==> src/rtl/fsc_fifo.sv <==
// ----------------------------------------------------------------------------
// fsc_fifo
// Small first-in first-out queue with full and empty flags.
// ----------------------------------------------------------------------------
module fsc_fifo #(
    parameter int WIDTH = 8,
    parameter int DEPTH = 4
) (
    input  logic             clk,
    input  logic             rst_n,
    input  logic             wr_en,
    input  logic [WIDTH-1:0] wr_data,
    input  logic             rd_en,
    output logic [WIDTH-1:0] rd_data,
    output logic             full,
    output logic             empty
);

    localparam int AW = (DEPTH > 1) ? $clog2(DEPTH) : 1;
    localparam int CW = $clog2(DEPTH + 1);

    logic [WIDTH-1:0] mem_reg [DEPTH];
    logic [AW-1:0]    wr_ptr_reg, wr_ptr_next;
    logic [AW-1:0]    rd_ptr_reg, rd_ptr_next;
    logic [CW-1:0]    count_reg, count_next;
    logic             do_wr;
    logic             do_rd;

    assign full    = (count_reg == CW'(DEPTH));
    assign empty   = (count_reg == '0);
    assign do_wr   = wr_en && !full;
    assign do_rd   = rd_en && !empty;
    assign rd_data = mem_reg[rd_ptr_reg];

    always_comb
    begin
        wr_ptr_next = wr_ptr_reg;
        rd_ptr_next = rd_ptr_reg;
        count_next  = count_reg;
        if (do_wr)
        begin
            wr_ptr_next = (wr_ptr_reg == AW'(DEPTH - 1)) ? '0 : wr_ptr_reg + 1'b1;
        end
        if (do_rd)
        begin
            rd_ptr_next = (rd_ptr_reg == AW'(DEPTH - 1)) ? '0 : rd_ptr_reg + 1'b1;
        end
        if (do_wr && !do_rd)
        begin
            count_next = count_reg + 1'b1;
        end
        else if (do_rd && !do_wr)
        begin
            count_next = count_reg - 1'b1;
        end
    end

    always_ff @(posedge clk or negedge rst_n)
    begin
        if (!rst_n)
        begin
            wr_ptr_reg <= '0;
            rd_ptr_reg <= '0;
            count_reg  <= '0;
        end
        else
        begin
            wr_ptr_reg <= wr_ptr_next;
            rd_ptr_reg <= rd_ptr_next;
            count_reg  <= count_next;
        end
    end

    always_ff @(posedge clk)
    begin
        if (do_wr)
        begin
            mem_reg[wr_ptr_reg] <= wr_data;
        end
    end

endmodule

==> config.mk <==
export PLATFORM = sky130hd
export DESIGN_NAME = fsc_fifo
export DESIGN_NICKNAME = d
export VERILOG_FILES = /design/src/rtl/fsc_fifo.sv
export SDC_FILE = /design/constraint.sdc
export NUM_CORES = 1
export LEC_CHECK = 0
export BUFFER_PORTS_ARGS = -buffer_cell sky130_fd_sc_hd__buf_4
export CELL_PAD_IN_SITES_DETAIL_PLACEMENT = 0
export CELL_PAD_IN_SITES_GLOBAL_PLACEMENT = 2
export CORE_AREA = 2 2 64 66
export CTS_CLUSTER_DIAMETER = 100
export CTS_CLUSTER_SIZE = 8
export DETAILED_ROUTE_END_ITERATION = 10
export DIE_AREA = 0 0 66 68
export GPL_TIMING_DRIVEN = 0
export PLACE_DENSITY_LB_ADDON = 0.1
export SLEW_MARGIN = 20
export SYNTH_ARGS = -nofsm -noshare
export SYNTH_HDL_FRONTEND = slang
export SYNTH_SLANG_ARGS = --single-unit
==> constraint.sdc <==
create_clock -name clk -period 2.9 [get_ports clk]
set_input_delay 0.29 -clock clk [delete_from_list [all_inputs] [get_ports clk]]
set_output_delay 0.29 -clock clk [all_outputs]
set_load 0.01 [all_outputs]
==> results of run 1 <==
==> metal layers <==
metal	routed length (µm)	share of wire, %
met1	1040	41
met2	1330	53
met3	103	4.1
met4	38	1.5
met5	0	0
==> cell type report <==
cell class | instances | area [µm²] | area share (%)
clock inverter | 1 | 5.00 | 0.259
inverter | 3 | 11.3 | 0.583
sequential | 39 | 1140 | 58.8
multi-input combinational | 34 | 453 | 23.4
clock buffer | 7 | 76.3 | 3.95
timing repair buffer | 22 | 168 | 8.68
tap | 50 | 62.6 | 3.24
buffer | 3 | 20.0 | 1.04
==> through the flow <==
stage                     area, µm²  power [W]  util (%)  setup slack [ns]  cells
final                          1930    0.00189      50.1             0.836    159
after global routing           1930    0.00203      50.1             0.634    159
after CTS                      1930    0.00193      50.1             0.821    159
after detailed placement       1840    0.00157      47.7             0.886    150
after global placement         1840    0.00155      47.7             0.897    150
after floorplan                1620    0.00131         -             0.836     79
==> cells by family after synthesis <==
family	count (synthesis)	share of synthesized area [%]
adders and majority gates	7	5.87
xor gates and xnor gates	3	1.62
buffers and inverters	6	1.93
DFF	39	70.1
muxes	13	15.1
and+or+nand+nor	11	5.41
==> how the worst max path moves through the flow <==
stage / start / end / slack, ns / depth (start not counted)
finish: count_reg[0]$_DFFE_PN0P_ / count_reg[2]$_DFFE_PN0P_ / 0.84 / 8
global route: count_reg[0]$_DFFE_PN0P_ / count_reg[2]$_DFFE_PN0P_ / 0.63 / 8
CTS: count_reg[0]$_DFFE_PN0P_ / count_reg[2]$_DFFE_PN0P_ / 0.82 / 8
detailed placement: count_reg[0]$_DFFE_PN0P_ / count_reg[2]$_DFFE_PN0P_ / 0.89 / 8
global placement: count_reg[0]$_DFFE_PN0P_ / count_reg[2]$_DFFE_PN0P_ / 0.90 / 8
floorplan: count_reg[0]$_DFFE_PN0P_ / count_reg[2]$_DFFE_PN0P_ / 0.84 / 8
==> power groups by stage <==
stage	Clock (W)	Combinational, W	Sequential, W
after global routing	0.000377	0.000797	0.000851
after detailed placement	0	0.000727	0.000848
after floorplan	0	0.000484	0.000829
after global placement	0	0.000711	0.000840
after CTS	0.000354	0.000736	0.000837
final	0.000340	0.000710	0.000835
==> cells in the mapped netlist <==
library cell  number
edfxtp_1          32
mux4_2             8
dfrtp_1            7
ha_1               6
and2_2             4
inv_1              3
mux2_2             3
nor2_1             3
mux2_4             2
xor2_1             2
buf_1              1
buf_2              1
buf_6              1
fa_1               1
nand2b_4           1
nor2b_2            1
nor3_1             1
nor3b_4            1
xnor2_1            1
==> cells in the final DEF, fill, tap and decap left out <==
cell / netlist / routed
and2_2: 4 / 4
buf_1: 1 / 1
buf_2: 1 / 1
buf_4: 0 / 21
buf_6: 1 / 1
clkbuf_1: 0 / 2
clkbuf_8: 0 / 5
clkinv_2: 0 / 1
dfrtp_1: 7 / 7
dlygate4sd3_1: 0 / 1
edfxtp_1: 32 / 32
fa_1: 1 / 1
ha_1: 6 / 6
inv_1: 3 / 3
mux2_2: 3 / 3
mux2_4: 2 / 2
mux4_2: 8 / 8
nand2b_4: 1 / 1
nor2_1: 3 / 3
nor2b_2: 1 / 1
nor3_1: 1 / 1
nor3b_4: 1 / 1
xnor2_1: 1 / 1
xor2_1: 2 / 2
==> what timing repair did <==
item                      in CTS  in global routing
buffers inserted               0                  0
hold endpoints to repair       7                  0
hold buffers                   1                  0
==> results.json, run 1 <==
{
  "fp.dieH_um": 68,
  "r2r_slack_ns": 0.84,
  "tightest_slew_ns": 0.537,
  "cts_buffer_depth": 2,
  "n_fill_cell": 350,
  "routabilityCongestion": 0.764,
  "gr-usage-met2_pct": 23.1,
  "cts_tree": "built",
  "p_leak_nw": 0.728,
  "setup-tns-final_ns": 0,
  "post-synth-top-area-fraction_pct": 59.3,
  "drt-pass1-iter-count": 4,
  "ant_nets": 0,
  "drv_slew": 0,
  "synth_seq_cells": 39,
  "p_sw_w": 0.000566,
  "p_per_area_nw_per_um2": 976,
  "cp_cell_sequence": "nor3_1 -> nand2b_4 -> ha_1 -> inv_1 -> fa_1 -> xor2_1 -> nor2_1 -> xor2_1",
  "p_int_w": 0.00132,
  "antenna_found_initial": 0,
  "cpLargestDelayFamily": "simple AND/OR/NAND/NOR gates",
  "grt_max_degree": 12,
  "crit_arrival_ns": 2.27,
  "status": "completed",
  "use_met3_pct": 4.93,
  "skew_ns": 0.00435,
  "dp.final_hpwl_um": 1740,
  "cp_slowest_cell": "dfrtp_1",
  "ir_drop_v": 0.000490,
  "cap_violations": 0,
  "max_freq_mhz": 485,
  "critPathMaxStageDelay_ns": 0.46,
  "worstSetupPathType": "reg -> reg",
  "via_count": 748,
  "drc": 0,
  "area_growth_pct": 19.2,
  "wl_per_cell_um": 15.8,
  "seqPwrFrac_pct": 44.3,
  "path_max_fanout": 4,
  "cpMostUsedCell": "xor2_1",
  "nets": 127,
  "routed_via_density": 4.70,
  "whs_endpoint": "mem_reg[2][4]$_DFFE_PP_",
  "end_kind": "register",
  "grt.overflow.total": 0,
  "sw_frac_of_total_pct": 30.0,
  "ff2ff_path_depth": 8,
  "cp_num_buf_inv": 1,
  "period_share_pct": 71.2,
  "yosysWarnings": 0,
  "hold_path_class": "in -> reg",
  "worstHoldStart": "wr_data[4]",
  "startpoint_type": "register",
  "yosysUniqueCellTypes": 19,
  "routed_wl_um": 2510,
  "timing.rr.end": "count_reg[2]$_DFFE_PN0P_",
  "use_met1_pct": 15.0,
  "grt.total_usage_pct": 13.3,
  "start_util_pct": 42.0,
  "first_global_vias": 823,
  "synth_top_area_cell": "edfxtp_1",
  "synthCells": 79,
  "root_buffer": "clkbuf_8",
  "synth.yosys.seq_area_share_pct": 70.1,
  "relSlewSlack_pct": 64.2,
  "layout_min_cycle_time_ns": 2.06,
  "core_area_um2": 3860,
  "num_rows": 23,
  "syn_area_um2": 1620,
  "port_buffers": 21,
  "hold_slack_ns": 0.204,
  "drive_gt1_share_pct": 45.0,
  "synth_nets": 98,
  "hold_depth": 1,
  "pwr-share-comb_pct": 37.7,
  "clock_power_share_pct": 18.0,
  "syn_avg_cell_area_um2": 20.5,
  "clock_latency_ns": 0.28,
  "htreeDepth": 2,
  "r2r_start": "count_reg[0]$_DFFE_PN0P_",
  "rsz0062_at_grt": "false",
  "die_x_um": 66,
  "yosys-top-cells-area": "edfxtp_1 59%, mux4_2 11%, dfrtp_1 11%",
  "grt-busiest-layer": "met2",
  "hold_viol": 0,
  "die_area_um2": 4490,
  "largest_reg_flops": 32,
  "required_ns": 3.11,
  "clk_pin_slew_ns": 0.07,
  "setup-violations-final": 0,
  "grt_pass1_wl_um": 3990,
  "cts_resized": 0,
  "antennaDiodeCount": 0,
  "ioPinCount": 22,
  "numCtsBuffers": 5,
  "drt-initial-drc-count": 39,
  "clock-sinks": 39
}
Power figures use the tool's default switching activity.
==> inputs of run 2 (changes only) <==
CORE_AREA = 2 2 66 68   (was 2 2 64 66)
DIE_AREA = 0 0 68 70   (was 0 0 66 68)
clock period = 2.1 ns   (was 2.9 ns; I/O delays follow)
==> run 2 against run 1 <==
Fmax increased by 5.0%. Final area increased by 0.32%. Via count increased by 1.6%. Sequential power increased by 39%. Count of clock-buffer cells in the layout decreased by 1. Die area increased by 6.1%. Final cell count increased by 1.3%. Combinational power increased by 36%. Worst hold slack got worse by 0.079 ns. Wire length decreased by 1.7%. Non-clock buffer count unchanged. Largest power group unchanged.
==> results.json, run 2 (same netlist as run 1, synthesis figures left out) <==
{
  "status": "completed",
  "p_per_area_nw_per_um2": 1340,
  "n_fill_cell": 376,
  "worstSetupPathType": "reg -> reg",
  "ir_drop_v": 0.000644,
  "startpoint_type": "register",
  "setup-tns-final_ns": 0,
  "port_buffers": 21,
  "layoutNonFillerInstCount": 161,
  "multi_input_area_um2": 458,
  "fp.dieH_um": 70,
  "setup-violations-final": 0,
  "required_ns": 2.27,
  "grt_max_degree": 12,
  "whs_endpoint": "mem_reg[2][6]$_DFFE_PP_",
  "routed_wl_um": 2460,
  "p_leak_nw": 0.727,
  "relSlewSlack_pct": 63.5,
  "hold_viol": 0,
  "cpLargestDelayFamily": "adder cells",
  "worstHoldStart": "wr_data[6]",
  "fin_ws_ns": 0.135,
  "r2r_start": "count_reg[0]$_DFFE_PN0P_",
  "routabilityCongestion": 0.613,
  "hold_path_class": "in -> reg",
  "wl_per_cell_um": 15.3,
  "layout_min_cycle_time_ns": 1.97,
  "cp_slowest_cell": "dfrtp_1",
  "routed_via_density": 4.72,
  "via_count": 760,
  "final_cell_mix": "32 x edfxtp_1, 21 x buf_4, 8 x mux4_2, 7 x dfrtp_1, 6 x ha_1",
  "r2r_slack_ns": 0.13,
  "die_x_um": 68,
  "core_area_um2": 4140,
  "antennaDiodeCount": 0,
  "ant_nets": 0,
  "antenna_found_initial": 0,
  "num_rows": 24,
  "ioPinCount": 22,
  "preCtsSetupSlack_ns": 0.0925,
  "cap_violations": 0,
  "clk_pin_slew_ns": 0.07,
  "cts_buffer_depth": 2,
  "area_growth_pct": 19.6,
  "rsz0062_at_grt": "false",
  "nets": 127,
  "final_common_cell": "edfxtp_1",
  "critPathMaxStageDelay_ns": 0.47,
  "drt-pass1-iter-count": 4,
  "power_w": 0.00259,
  "drc": 0,
  "ff2ff_path_depth": 7,
  "drv_slew": 0,
  "largest_reg_flops": 32,
  "clock-sinks": 39,
  "cp_num_buf_inv": 2,
  "clock_latency_ns": 0.28,
  "period_share_pct": 93.6,
  "skew_ns": 0.00207,
  "cts_tree": "built",
  "dpl_cell_area_um2": 1840,
  "crit_arrival_ns": 2.14,
  "max_freq_mhz": 509,
  "grt.overflow.total": 0,
  "dp.final_hpwl_um": 1700,
  "die_area_um2": 4760,
  "start_util_pct": 39.1,
  "dp.cells": 152,
  "timing.rr.end": "count_reg[1]$_DFFE_PN0P_",
  "htreeDepth": 2,
  "regArea_um2": 1140,
  "drive_gt1_share_pct": 45.0,
  "end_kind": "register",
  "root_buffer": "clkbuf_8",
  "hold_depth": 1,
  "first_global_vias": 786,
  "grt.total_usage_pct": 11.9,
  "postCtsSetupRepairBufs": 0,
  "tightest_slew_ns": 0.547,
  "grt_pass1_wl_um": 3930,
  "cp_cell_sequence": "nor3b_4 -> nor2b_2 -> buf_6 -> ha_1 -> inv_1 -> fa_1 -> mux2_2",
  "numCtsBuffers": 5,
  "fin_area_um2": 1940,
  "path_max_fanout": 7,
  "drt-initial-drc-count": 40
}
run 2: cell count changes in the layout (fill, tap and decap cells not counted):
cell / previous run / this run
nor3_1: 1 / 0
nor3_2: 0 / 1
clkbuf_1: 2 / 1
clkinv_1: 0 / 2
clkinv_2: 1 / 0
run 2: repair_timing:
action                                 in CTS  in global routing
hold buffers                                1                  0
setup endpoints to repair                   0                  2
resized for setup                           0                  1
endpoints found under the hold margin       7                  0
run 2: routing by layer:
metal | part of all wire, % | vias to the layer above | track usage [%]
li1 | - | 355 | -
met1 | 42 | 378 | 13.9
met2 | 51 | 21 | 19.3
met3 | 5.7 | 6 | 4.51
met4 | 1.7 | 0 | 4.67
met5 | 0 | - | 0
run 2: worst max-delay path by stage:
stage                        startpoint                        to  cells past startpoint
2_1_floorplan  count_reg[0]$_DFFE_PN0P_  count_reg[2]$_DFFE_PN0P_                      8
6_report       count_reg[0]$_DFFE_PN0P_  count_reg[1]$_DFFE_PN0P_                      7
3_5_place_dp   count_reg[0]$_DFFE_PN0P_  count_reg[2]$_DFFE_PN0P_                      8
4_1_cts        count_reg[0]$_DFFE_PN0P_  count_reg[2]$_DFFE_PN0P_                      8
3_3_place_gp   count_reg[0]$_DFFE_PN0P_  count_reg[2]$_DFFE_PN0P_                      8
5_1_grt        count_reg[1]$_DFFE_PN0P_  count_reg[2]$_DFFE_PN0P_                      8
run 2: metrics by stage:
stage               utilization (%)  hold WS [ns]
floorplan                         -       -0.0856
global placement               44.5        0.0303
detailed placement             44.5        0.0316
CTS                            46.6         0.119
global route                   46.8         0.111
finish                         46.8         0.124
run 2: final cells by class:
class,instances,share of cell area (%)
Clock inverter,2,0.387
Multi-Input combinational cell,34,23.6
Inverter,3,0.581
Clock buffer,6,3.74
Buffer,3,1.03
Sequential cell,39,58.6
Timing Repair Buffer,22,8.65
Tap cell,52,3.36
run 2: worst reg2reg max path: cells and delay by family, from the launching register on:
kind                       cells  cell delay, ns
adders and majority gates      2            0.61
buffers and inverters          2            0.20
DFF                            1            0.47
muxes                          1            0.27
and+or+nand+nor                2            0.30
run 2: power breakdown:
group | internal [W] | switching (W)
Clock | 0.000226 | 0.000237
Combinational | 0.000537 | 0.000432
Sequential | 0.00105 | 0.000110
