[src/rtl/fsc_pkg.sv]
// ----------------------------------------------------------------------------
// fsc_pkg
// Shared types and command codes for the frustum sphere culling block.
// ----------------------------------------------------------------------------
package fsc_pkg;

    localparam logic [1:0] CMD_LOAD    = 2'd0;
    localparam logic [1:0] CMD_EXTRACT = 2'd1;
    localparam logic [1:0] CMD_TEST    = 2'd2;
    localparam logic [1:0] CMD_NONE    = 2'd3;

    localparam int PLANE_W = 48;

    typedef struct packed {
        logic [1:0]         command;
        logic [1:0]         column_index;
        logic signed [31:0] value_a;
        logic signed [31:0] value_b;
        logic signed [31:0] value_c;
        logic signed [31:0] value_d;
    } item_t;

    // one normalized plane coefficient headed for the plane store
    typedef struct packed {
        logic               valid;
        logic [4:0]         index;
        logic [PLANE_W-1:0] value;
    } coef_wr_t;

endpackage

[src/rtl/fsc_fifo.sv]
// ----------------------------------------------------------------------------
// fsc_fifo
// Small first-in first-out queue with full and empty flags.
// ----------------------------------------------------------------------------
module fsc_fifo #(
    parameter int WIDTH = 8,
    parameter int DEPTH = 4
) (
    input  logic             clk,
    input  logic             rst_n,
    input  logic             wr_en,
    input  logic [WIDTH-1:0] wr_data,
    input  logic             rd_en,
    output logic [WIDTH-1:0] rd_data,
    output logic             full,
    output logic             empty
);

    localparam int AW = (DEPTH > 1) ? $clog2(DEPTH) : 1;
    localparam int CW = $clog2(DEPTH + 1);

    logic [WIDTH-1:0] mem_reg [DEPTH];
    logic [AW-1:0]    wr_ptr_reg, wr_ptr_next;
    logic [AW-1:0]    rd_ptr_reg, rd_ptr_next;
    logic [CW-1:0]    count_reg, count_next;
    logic             do_wr;
    logic             do_rd;

    assign full    = (count_reg == CW'(DEPTH));
    assign empty   = (count_reg == '0);
    assign do_wr   = wr_en && !full;
    assign do_rd   = rd_en && !empty;
    assign rd_data = mem_reg[rd_ptr_reg];

    always_comb
    begin
        wr_ptr_next = wr_ptr_reg;
        rd_ptr_next = rd_ptr_reg;
        count_next  = count_reg;
        if (do_wr)
        begin
            wr_ptr_next = (wr_ptr_reg == AW'(DEPTH - 1)) ? '0 : wr_ptr_reg + 1'b1;
        end
        if (do_rd)
        begin
            rd_ptr_next = (rd_ptr_reg == AW'(DEPTH - 1)) ? '0 : rd_ptr_reg + 1'b1;
        end
        if (do_wr && !do_rd)
        begin
            count_next = count_reg + 1'b1;
        end
        else if (do_rd && !do_wr)
        begin
            count_next = count_reg - 1'b1;
        end
    end

    always_ff @(posedge clk or negedge rst_n)
    begin
        if (!rst_n)
        begin
            wr_ptr_reg <= '0;
            rd_ptr_reg <= '0;
            count_reg  <= '0;
        end
        else
        begin
            wr_ptr_reg <= wr_ptr_next;
            rd_ptr_reg <= rd_ptr_next;
            count_reg  <= count_next;
        end
    end

    always_ff @(posedge clk)
    begin
        if (do_wr)
        begin
            mem_reg[wr_ptr_reg] <= wr_data;
        end
    end

endmodule

[src/rtl/fsc_front.sv]
// ----------------------------------------------------------------------------
// fsc_front
// Accepts input words, drops the unused command and queues the rest.
// ----------------------------------------------------------------------------
module fsc_front (
    input  logic          clk,
    input  logic          rst_n,
    input  logic          push,
    output logic          full,
    input  fsc_pkg::item_t in_item,
    output fsc_pkg::item_t q_item,
    output logic          q_valid,
    input  logic          q_pop
);

    localparam int IW = $bits(fsc_pkg::item_t);

    logic          enq;
    logic          q_empty;
    logic [IW-1:0] q_data;

    // the unused command code is taken but never queued
    assign enq = push && !full && (in_item.command != fsc_pkg::CMD_NONE);

    fsc_fifo #(
        .WIDTH (IW),
        .DEPTH (4)
    ) u_cmd_q (
        .clk     (clk),
        .rst_n   (rst_n),
        .wr_en   (enq),
        .wr_data (in_item),
        .rd_en   (q_pop),
        .rd_data (q_data),
        .full    (full),
        .empty   (q_empty)
    );

    assign q_item  = fsc_pkg::item_t'(q_data);
    assign q_valid = !q_empty;

endmodule

[config.mk]
export PLATFORM = sky130hd
export DESIGN_NAME = fsc_front
export DESIGN_NICKNAME = d
export VERILOG_FILES = /design/src/rtl/fsc_pkg.sv /design/src/rtl/fsc_fifo.sv /design/src/rtl/fsc_front.sv
export SDC_FILE = /design/constraint.sdc
export NUM_CORES = 1
export LEC_CHECK = 0
export BUFFER_PORTS_ARGS = -buffer_cell sky130_fd_sc_hd__buf_2
export CAP_MARGIN = 10
export CORE_ASPECT_RATIO = 0.6
export CORE_UTILIZATION = 40
export CTS_CLUSTER_DIAMETER = 80
export DETAILED_ROUTE_END_ITERATION = 7
export PLACE_DENSITY = 0.69
export SLEW_MARGIN = 20
export SYNTH_ARGS = -nofsm -noshare
export SYNTH_HDL_FRONTEND = slang
export SYNTH_HIERARCHICAL = 1
export SYNTH_SLANG_ARGS = --single-unit
export TNS_END_PERCENT = 20
[constraint.sdc]
create_clock -name clk -period 8.4 [get_ports clk]
set_clock_uncertainty 0.2 [all_clocks]
set_input_delay 1.26 -clock clk [delete_from_list [all_inputs] [get_ports clk]]
set_output_delay 1.26 -clock clk [all_outputs]
set_load 0.01 [all_outputs]
==> out/metrics.cfg, run 1 <==
[timing]
drv_slew=0
worst_pin_slew_ns=1.07
fin_crit_ns=4.27
finalHoldViolCount=0
finalSetupViolCount=0
holdWs_ns=0.328
fin_crit_sh_pct=50.8
rsz0062_at_grt=no
max_freq_mhz=234
setup_tns_ns=0
relSlewSlack_pct=28.4

[finish]
layout.nets=1176
largest_register_ffs=528
final_layout_size_suffix_gt1_share_pct=46.1
fillCellCount=3890
area_growth_pct=18.7

[detailed_routing]
drc_errors=0
wl_met1_um=16200
drt_wl_total_um=37100
vias=8680
initialDrtViolationCount=601
detail-route-antenna-nets=0
maxUsedRoutingLayer=met4
vias_per_cell=5.07
route.met3.wl_um=2220
avgRoutedWirePerCell_um=21.7
dr_wl_met2_um=18000
firstDrtPassIters=4

[run]
maxCapViolCount=0

[logic_synthesis]
synthesis.nets=873
synth_top_cell_area_share_pct=81.4
syn-cell-area_um2=19500
yosys_warnings=6
synth-seq-cells=535
yosysTopAreaCell=edfxtp_1
avgSynthCellArea_um2=26.7
synthTopCellsByArea=edfxtp_1 81%, mux4_2 15%, dfrtp_1 0.90%, buf_6 0.46%, buf_2 0.41%
yosysSeqAreaShare_pct=82.3
syn_inst=730
synth_cell_types=22

[global_route]
grt_usage_pct=15.0
grt_pass1_vias=9252
antenna_found_initial=3
grt_max_degree=68
grt_pass1_wl_um=56200
grt_overflow_total=0

[critical_path]
end_kind=output port
required_ns=6.94
startpoint=u_cmd_q/rd_ptr_reg[0]
cp_data_arrival_time_ns=2.81
worstSetupStartpointType=register
r2r-start=u_cmd_q/count_reg[2]
cp_max_fo=36
crit_type=register to output port

[clock_network]
clock-sinks=535
cts_root_buf=clkbuf_16
htree_levels=2
cts_setup_buffers=0
cts_tree=yes
clockBufferDepth=3
cts_resized=0
clock_latency_ns=0.56
cts_buffers=48
hold_buffers=0
cts.clk_slew.worst_paths_ns=0.08

[die]
coreArea_um2=47900
start_util_pct=40.6
ios=270
die_area_um2=49600
chipHeight_um=173
rows=62
fp.dieW_um=287

[outcome]
run_status=finished, final reports clean

[power]
power_density_nw_per_um2=340
power.leakage_nw=7.74
ir_drop_mv=0.191

[placed_design]
routabilityCongestion=0.709
numPortBuffers=269
dp_hpwl_um=21600

[worst_hold_path]
hold_class=input port to asynchronous set/reset pin

==> power breakdown <==
part	internal, mW	switching, mW	leakage, nW	total, mW
combinational	0.972	1.15	2.09	2.12
clock	1.25	0.935	0.759	2.18
sequential	3.40	0.160	4.89	3.56
==> per-stage QoR <==
stage	instance area [µm²]	cells	setup WS [ns]	power (mW)	utilization, %
final	23100	1713	4.13	7.86	48.2
after global routing	23100	1712	3.89	8.23	48.2
after CTS	23100	1711	3.73	8.01	48.2
after detailed placement	21600	1623	4.00	5.80	45.0
after global placement	21600	1623	4.03	5.77	45.0
after floorplan	19500	730	0.506	5.03	-
==> layout by cell type (no fill, tap or decap), types with 2 or more instances in the layout <==
cell type and instances:
ha_1 6, nor2_1 2, mux2_2 4, buf_2 269
diode_2 2, clkinv_4 2, clkbuf_1 12, clkinv_1 10
bufinv_16 5, clkinv_2 7, dfrtp_4 2, nor3_1 2
mux4_2 132, edfxtp_1 528, dfrtp_1 5, xor2_1 2
inv_1 5, clkbuf_16 50, and2_4 3, buf_4 13
==> cells in the mapped netlist (all sizes together) <==
cell / number
fa: 1
a211oi: 1
xnor2: 1
mux2: 4
a21o: 1
clkbuf: 5
edfxtp: 528
o31ai: 1
inv: 5
ha: 6
xor2: 2
nor3b: 1
nor3: 2
buf: 25
nand2: 1
and2: 3
dfrtp: 7
nor2b: 1
nor2: 3
mux4: 132
==> per-layer routing <==
metal | track usage, % | up-vias
li1 | - | 3771
met1 | 20.9 | 4627
met2 | 24.0 | 226
met3 | 3.47 | 56
met4 | 3.28 | 0
met5 | 0 | -
==> critical path, stage by stage (launching register included) <==
cell and delay (ns):
dfrtp_4 0.73, buf_4 0.71, mux4_2 0.63, buf_2 0.16
==> kinds of logic after synthesis <==
logic type      Yosys count  synth area share (%)
buf+inv                  35                  1.10
mux                     136                  15.5
fa+ha+maj                 7                 0.488
xor+xnor                  3                 0.135
simple gates             11                 0.321
compound gates            3                 0.167
flops                   535                  82.3
==> worst paths after layout <==
path                                          end  slack (ns)  cells after the start
hold reg to reg              u_cmd_q/count_reg[2]        0.34                      1
setup reg to reg           u_cmd_q/mem_reg[2][70]        4.93                      5
setup / recovery                       q_item[64]        4.13                      3
min in group clk             u_cmd_q/count_reg[2]        0.34                      1
max in group asynchronous    u_cmd_q/count_reg[2]        7.46                      1
hold / removal              u_cmd_q/rd_ptr_reg[1]        0.33                      1
==> area by class of cell <==
type,count,area [µm²],share of cell area [%]
Antenna cell,2,5.00,0.0216
Clock buffer,62,1300,5.60
Clock inverter,26,264,1.14
Inverter,5,18.8,0.0812
Multi-Input combinational cell,160,3250,14.0
Sequential cell,535,16000,69.3
Tap cell,640,801,3.46
Timing Repair Buffer,283,1460,6.29
No activity file was read; power rests on OpenSTA's default activity.
==> run 2: changes to the inputs <==
ABC_AREA = 1   (was not set)
PLACE_DENSITY = 0.71   (was 0.69)
clock period = 3.87 ns   (was 8.4 ns; I/O delays follow)
==> run 2 against run 1 <==
Area after synthesis rose by 11%. Cell area grew 9.2%. First-iteration DRC count up 61%. Sequential share of layout area down 5.8 points. Worst hold slack lost 0.29 ns. Synthesized cell count rose by 120%. Via count increased by 46%.
==> out/metrics.cfg, run 2 <==
[outcome]
run_status=finished, final reports clean

[critical_path]
crit_type=register to output port
end_kind=output port
cp_data_arrival_time_ns=2.45  ; -0.36 ns
cp_max_fo=104  ; +190%
worstSetupStartpointType=register
required_ns=3.09  ; -3.85 ns

[detailed_routing]
avgRoutedWirePerCell_um=16.9  ; -22%
drt_wl_total_um=44500  ; +20%
dr_wl_met2_um=21900  ; +21%
initialDrtViolationCount=965  ; +61%
vias_per_cell=4.83  ; -4.8%
vias=12700  ; +46%
firstDrtPassIters=5  ; +1
drc_errors=0  ; unchanged
maxUsedRoutingLayer=met5
route.met3.wl_um=2410  ; +8.7%
detail-route-antenna-nets=0  ; unchanged
wl_met1_um=19200  ; +19%

[logic_synthesis]
yosys_warnings=6  ; unchanged
synthesis.nets=1750  ; +100%
syn_inst=1607  ; +120%
synth_edf_count=528  ; unchanged
synth-seq-cells=535  ; unchanged
yosysTopAreaCell=edfxtp_1
synth_most_common_cell=edfxtp_1
synthTopCellsByArea=edfxtp_1 73%, o211ai_1 8.9%, nand2_1 7.2%, inv_1 4.9%, buf_6 2.6%
synth_top_cell_area_share_pct=73.2  ; -8.1 points
synthFlopType=edfxtp_1
synthTopCellsByCount=528 x edfxtp_1, 413 x nand2_1, 282 x inv_1
yosysSeqAreaShare_pct=74.1  ; -8.2 points
syn-cell-area_um2=21600  ; +11%
async_reset_ff_share_pct=1.31  ; unchanged
avgSynthCellArea_um2=13.5  ; -50%
synth_cell_types=19  ; -14%

[clock_network]
clock_latency_ns=0.56  ; about the same
clock-sinks=535  ; unchanged
cts_tree=yes
cts.clk_slew.worst_paths_ns=0.06  ; -0.02 ns
clockBufferDepth=3  ; unchanged
cts_buffers=50  ; +4.2%
htree_levels=2  ; unchanged
cts_root_buf=clkbuf_16

[finish]
fin_area_um2=25200  ; +9.2%
layout_commonest_cell=edfxtp_1
final_cell_mix=528 x edfxtp_1, 413 x nand2_1, 282 x inv_1, 269 x buf_2, 256 x o211ai_1
final_layout_size_suffix_gt1_share_pct=19.4  ; -27 points
largest_register_ffs=528  ; unchanged
area_growth_pct=16.6
layout.nets=2029  ; +73%

[placed_design]
pre_cts_slack_ns=1.10  ; -2.89 ns
numPortBuffers=269  ; unchanged
place_area_um2=23500  ; +8.9%
dp_hpwl_um=25500  ; +18%
routabilityCongestion=0.776  ; +9.5%

[timing]
finalSetupViolCount=0  ; unchanged
relSlewSlack_pct=49.4  ; +21 points
fin_crit_ns=3.23
fin_crit_sh_pct=83.4
worst_pin_slew_ns=0.760  ; -0.315 ns
finalHoldViolCount=0  ; unchanged
drv_slew=0  ; unchanged
rsz0062_at_grt=no
final.setup.worst_slack_ns=0.644  ; -3.49 ns
max_freq_mhz=310

[global_route]
grt_usage_pct=16.1  ; +1.1 points
grt_overflow_total=0  ; unchanged
grt_max_degree=135  ; +99%
antenna_found_initial=6  ; +3
grt_pass1_vias=12800  ; +38%
grt_pass1_wl_um=69100  ; +23%

[die]
start_util_pct=40.8  ; +0.19 points
rows=65  ; +4.8%
chipHeight_um=182  ; +5.4%
die_area_um2=55100  ; +11%
ios=270  ; unchanged
coreArea_um2=53000  ; +11%
fp.dieW_um=302  ; +5.4%

[worst_hold_path]
hold_class=input port to register

[run]
maxCapViolCount=0  ; unchanged

[power]
ir_drop_mv=0.494  ; +160%
power.leakage_nw=9.88  ; +28%
power_density_nw_per_um2=725  ; +110%

==> run 2: layout make-up <==
cell class / count / area (µm²)
clock inverters: 27 / 159
diodes: 3 / 7.51
inverters: 283 / 1060
repair buffers: 315 / 1950
multi-input cells: 701 / 3780
clock buffers: 65 / 1370
well taps: 703 / 880
fillers: 4580 / 27800
flip-flops and latches: 535 / 16000
==> run 2: worst paths after layout <==
check                                      start                     end  slack [ns]  cells after the start
max in group asynchronous                  rst_n   u_cmd_q/rd_ptr_reg[0]        3.12                      2
max reg2reg                 u_cmd_q/count_reg[1]    u_cmd_q/count_reg[2]        1.12                     15
min                                  in_item[68]  u_cmd_q/mem_reg[2][68]        0.04                      1
max                        u_cmd_q/rd_ptr_reg[0]              q_item[37]        0.64                      5
min in group asynchronous                  rst_n    u_cmd_q/count_reg[2]        0.18                      2
min reg2reg                 u_cmd_q/count_reg[2]    u_cmd_q/count_reg[2]        0.33                      2
==> run 2: layer usage <==
metal	vias to the layer above	track usage, %
li1	6155	-
met1	6169	20.8
met2	302	27.6
met3	70	3.18
met4	6	4.24
met5	-	0
==> run 2: cells by family after synthesis <==
family	share of synthesized area, %
adders and majority gates	0.439
DFF	74.1
buffers and inverters	8.63
and+or+nand+nor	7.47
AOI/OAI and AO/OA	9.36
xor gates and xnor gates	0.0405
==> run 2: what timing repair did <==
item,CTS,global route
hold buffers,21,1
buffers inserted,0,0
resized for setup,0,0
endpoints found under the hold margin,72,3
==> run 2: power by group <==
| group | internal (mW) | switching (mW) | total (mW) | leakage [nW] |
|---|---|---|---|---|
| Clock | 2.57 | 2.06 | 4.62 | 0.750 |
| Sequential | 7.34 | 0.304 | 7.64 | 4.89 |
| Combinational | 2.06 | 3.98 | 6.04 | 4.24 |
==> run 2: metrics by stage <==
step	hold slack, ns	utilization (%)	instances	power, mW	TNS, ns
6_report	0.0356	47.6	2632	18.3	0
3_5_place_dp	0.223	44.3	2515	13.9	0
2_1_floorplan	0.0849	-	1607	12.0	-701.97
5_1_grt	0.00553	47.6	2632	19.4	0
3_3_place_gp	0.220	44.3	2515	13.7	0
4_1_cts	0.00115	47.6	2628	18.5	0
==> run 2: critical path, stage by stage, from the launching register on <==
cell	delay, ns
dfrtp_4	0.87
buf_12	0.43
nand2_1	0.11
o211ai_1	0.12
nand2_1	0.10
buf_2	0.15
==> run 3: changes to the inputs <==
clock period = 2.8 ns   (was 3.87 ns; I/O delays follow)
==> run 3 against run 2 <==
Non-clock buffer count up 130. Sequential cell count unchanged. Routed wire length up 4.1%. Critical path depth unchanged. Setup slack worse by 0.54 ns. Die area unchanged. Cell count up 4.7%. Critical endpoint is now q_item[28]. Largest cell class unchanged. Cell area up 6.0%.
==> out/metrics.cfg, run 3 (synthesis gave the netlist of run 2 again) <==
[global_route]
grt_max_degree=113  ; -16%
grt_pass1_vias=13200  ; +3.3%
grt_usage_pct=16.3  ; +0.25 points
grt_pass1_wl_um=70400  ; +1.9%
grt_overflow_total=0  ; unchanged
antenna_found_initial=0  ; -6

[critical_path]
crit_family=buffers and inverters
path_buf_inv=3  ; +1
crit_chain=buf_16 > buf_16 > o211ai_1 > nand2_1 > buf_2
path_common_cell=buf_16
critPathMaxStageDelay_ns=0.57  ; -0.30 ns
slowest_stage=dfrtp_4
cp_data_arrival_time_ns=2.08  ; -0.37 ns
crit_type=register to output port
cp_max_fo=49  ; -53%
end_kind=output port
worstSetupStartpointType=register
required_ns=2.18  ; -0.91 ns

[die]
rows=65  ; unchanged
die_area_um2=55100  ; unchanged
ios=270  ; unchanged
coreArea_um2=53000  ; unchanged
chipHeight_um=182  ; unchanged
fp.dieW_um=302  ; unchanged
start_util_pct=40.8  ; unchanged

[placed_design]
routabilityCongestion=0.753  ; -3.0%
numPortBuffers=269  ; unchanged
dp.cells=2527  ; +0.48%
pre_cts_slack_ns=0.419  ; -0.686 ns
dp_hpwl_um=26800  ; +5.1%

[detailed_routing]
drt_wl_total_um=46300  ; +4.1%
vias_per_cell=4.79  ; -0.72%
vias=13200  ; +4.0%
avgRoutedWirePerCell_um=16.8  ; -0.59%
drc_errors=0  ; unchanged
initialDrtViolationCount=774  ; -20%
firstDrtPassIters=5  ; unchanged
detail-route-antenna-nets=0  ; unchanged

[finish]
largest_register_ffs=528  ; unchanged
layout_commonest_cell=edfxtp_1
final_cell_mix=528 x edfxtp_1, 411 x nand2_1, 280 x inv_1, 269 x buf_2, 256 x o211ai_1
final_layout_size_suffix_gt1_share_pct=19.4  ; about the same
diodes=0  ; -3
layout.nets=2159  ; +6.4%
post-route-util_pct=50.5  ; +2.9 points
area_growth_pct=23.7
fin_cells=2757  ; +4.7%

[clock_network]
cts_buffers=50  ; unchanged
cts.clk_slew.worst_paths_ns=0.06  ; about the same
clock-sinks=535  ; unchanged
cts_tree=yes
clock_latency_ns=0.56  ; about the same
htree_levels=2  ; unchanged
cts_root_buf=clkbuf_16
clockBufferDepth=3  ; unchanged

[timing]
holdWs_ns=0.0419  ; +0.00631 ns
relSlewSlack_pct=65.5  ; +16 points
finalHoldViolCount=0  ; unchanged
worst_pin_slew_ns=0.517  ; -0.242 ns
max_freq_mhz=371
final.setup.worst_slack_ns=0.105  ; -0.539 ns
drv_slew=0  ; unchanged
finalSetupViolCount=0  ; unchanged
fin_crit_ns=2.70
rsz0062_at_grt=no
fin_crit_sh_pct=96.3

[power]
power_density_nw_per_um2=979  ; +35%
ir_drop_mv=0.692  ; +40%
power.leakage_nw=10.5  ; +6.7%
p_total_mw=26.2  ; +43%

[worst_hold_path]
hold_class=input port to register

[run]
maxCapViolCount=0  ; unchanged

[outcome]
run_status=finished, final reports clean

==> run 3: changes by cell type in the layout (fill, tap and decap cells not counted), moves of 2 or more <==
cell	previous run	this run
buf_16	0	4
diode_2	3	0
buf_4	8	13
clkinv_1	14	10
buf_12	16	21
inv_2	0	2
nand2_1	413	411
dlygate4sd3_1	22	136
bufinv_16	1	5
inv_1	282	280
clkbuf_8	0	3
==> run 3: cell type report <==
type | count | area, µm²
Fill cell | 4401 | 26300
Clock inverter | 25 | 241
Tap cell | 703 | 880
Inverter | 283 | 1060
Clock buffer | 65 | 1360
Timing Repair Buffer | 445 | 3390
Multi-Input combinational cell | 701 | 3800
Sequential cell | 535 | 16000
==> run 3: layer usage <==
metal	share of wire, %	wire length, µm	global-route usage [%]
met5	0	0	0
met3	6.5	3020	3.68
met1	44	20300	21.3
met2	48	22300	27.9
met4	1.5	680	3.47
==> run 3: timing repair <==
item | CTS | global route
setup endpoints to repair | 0 | 9
hold buffers | 136 | 0
resized for setup | 0 | 4
endpoints found under the hold margin | 537 | 0
buffers inserted | 0 | 2
==> run 3: per-stage QoR <==
| step | cell area (µm²) | setup TNS [ns] |
|---|---|---|
| after detailed placement | 23700 | 0 |
| after floorplan | 21700 | -394.05 |
| after CTS | 26700 | 0 |
| final | 26800 | 0 |
| after global placement | 23700 | 0 |
| after global routing | 26800 | 0 |
==> run 3: path summary, 6_finish.rpt <==
kind | depth (start not counted) | endpoint | from | slack [ns]
worst max-delay path | 5 | q_item[28] | u_cmd_q/rd_ptr_reg[0] | 0.10
worst min-delay path | 5 | u_cmd_q/wr_ptr_reg[0] | push | 0.04
worst max register to register | 15 | u_cmd_q/count_reg[2] | u_cmd_q/count_reg[0] | 0.40
worst min register to register | 2 | u_cmd_q/wr_ptr_reg[0] | u_cmd_q/wr_ptr_reg[0] | 0.36
max in group asynchronous | 4 | u_cmd_q/wr_ptr_reg[1] | rst_n | 1.09
min in group asynchronous | 3 | u_cmd_q/count_reg[2] | rst_n | 0.56
==> run 3: worst min-delay path, cell delays in order <==
cell and delay [ns]:
buf_2 0.11, nand2_2 0.08, nor2_4 0.04, nand3_1 0.07
nand2_1 0.05
==> run 3: report_power, final <==
group / internal (mW) / switching, mW / leakage, nW
registers: 10.1 / 0.338 / 4.89
logic: 3.30 / 5.77 / 4.86
clock network: 3.86 / 2.80 / 0.789
total: 17.3 / 8.90 / 10.5
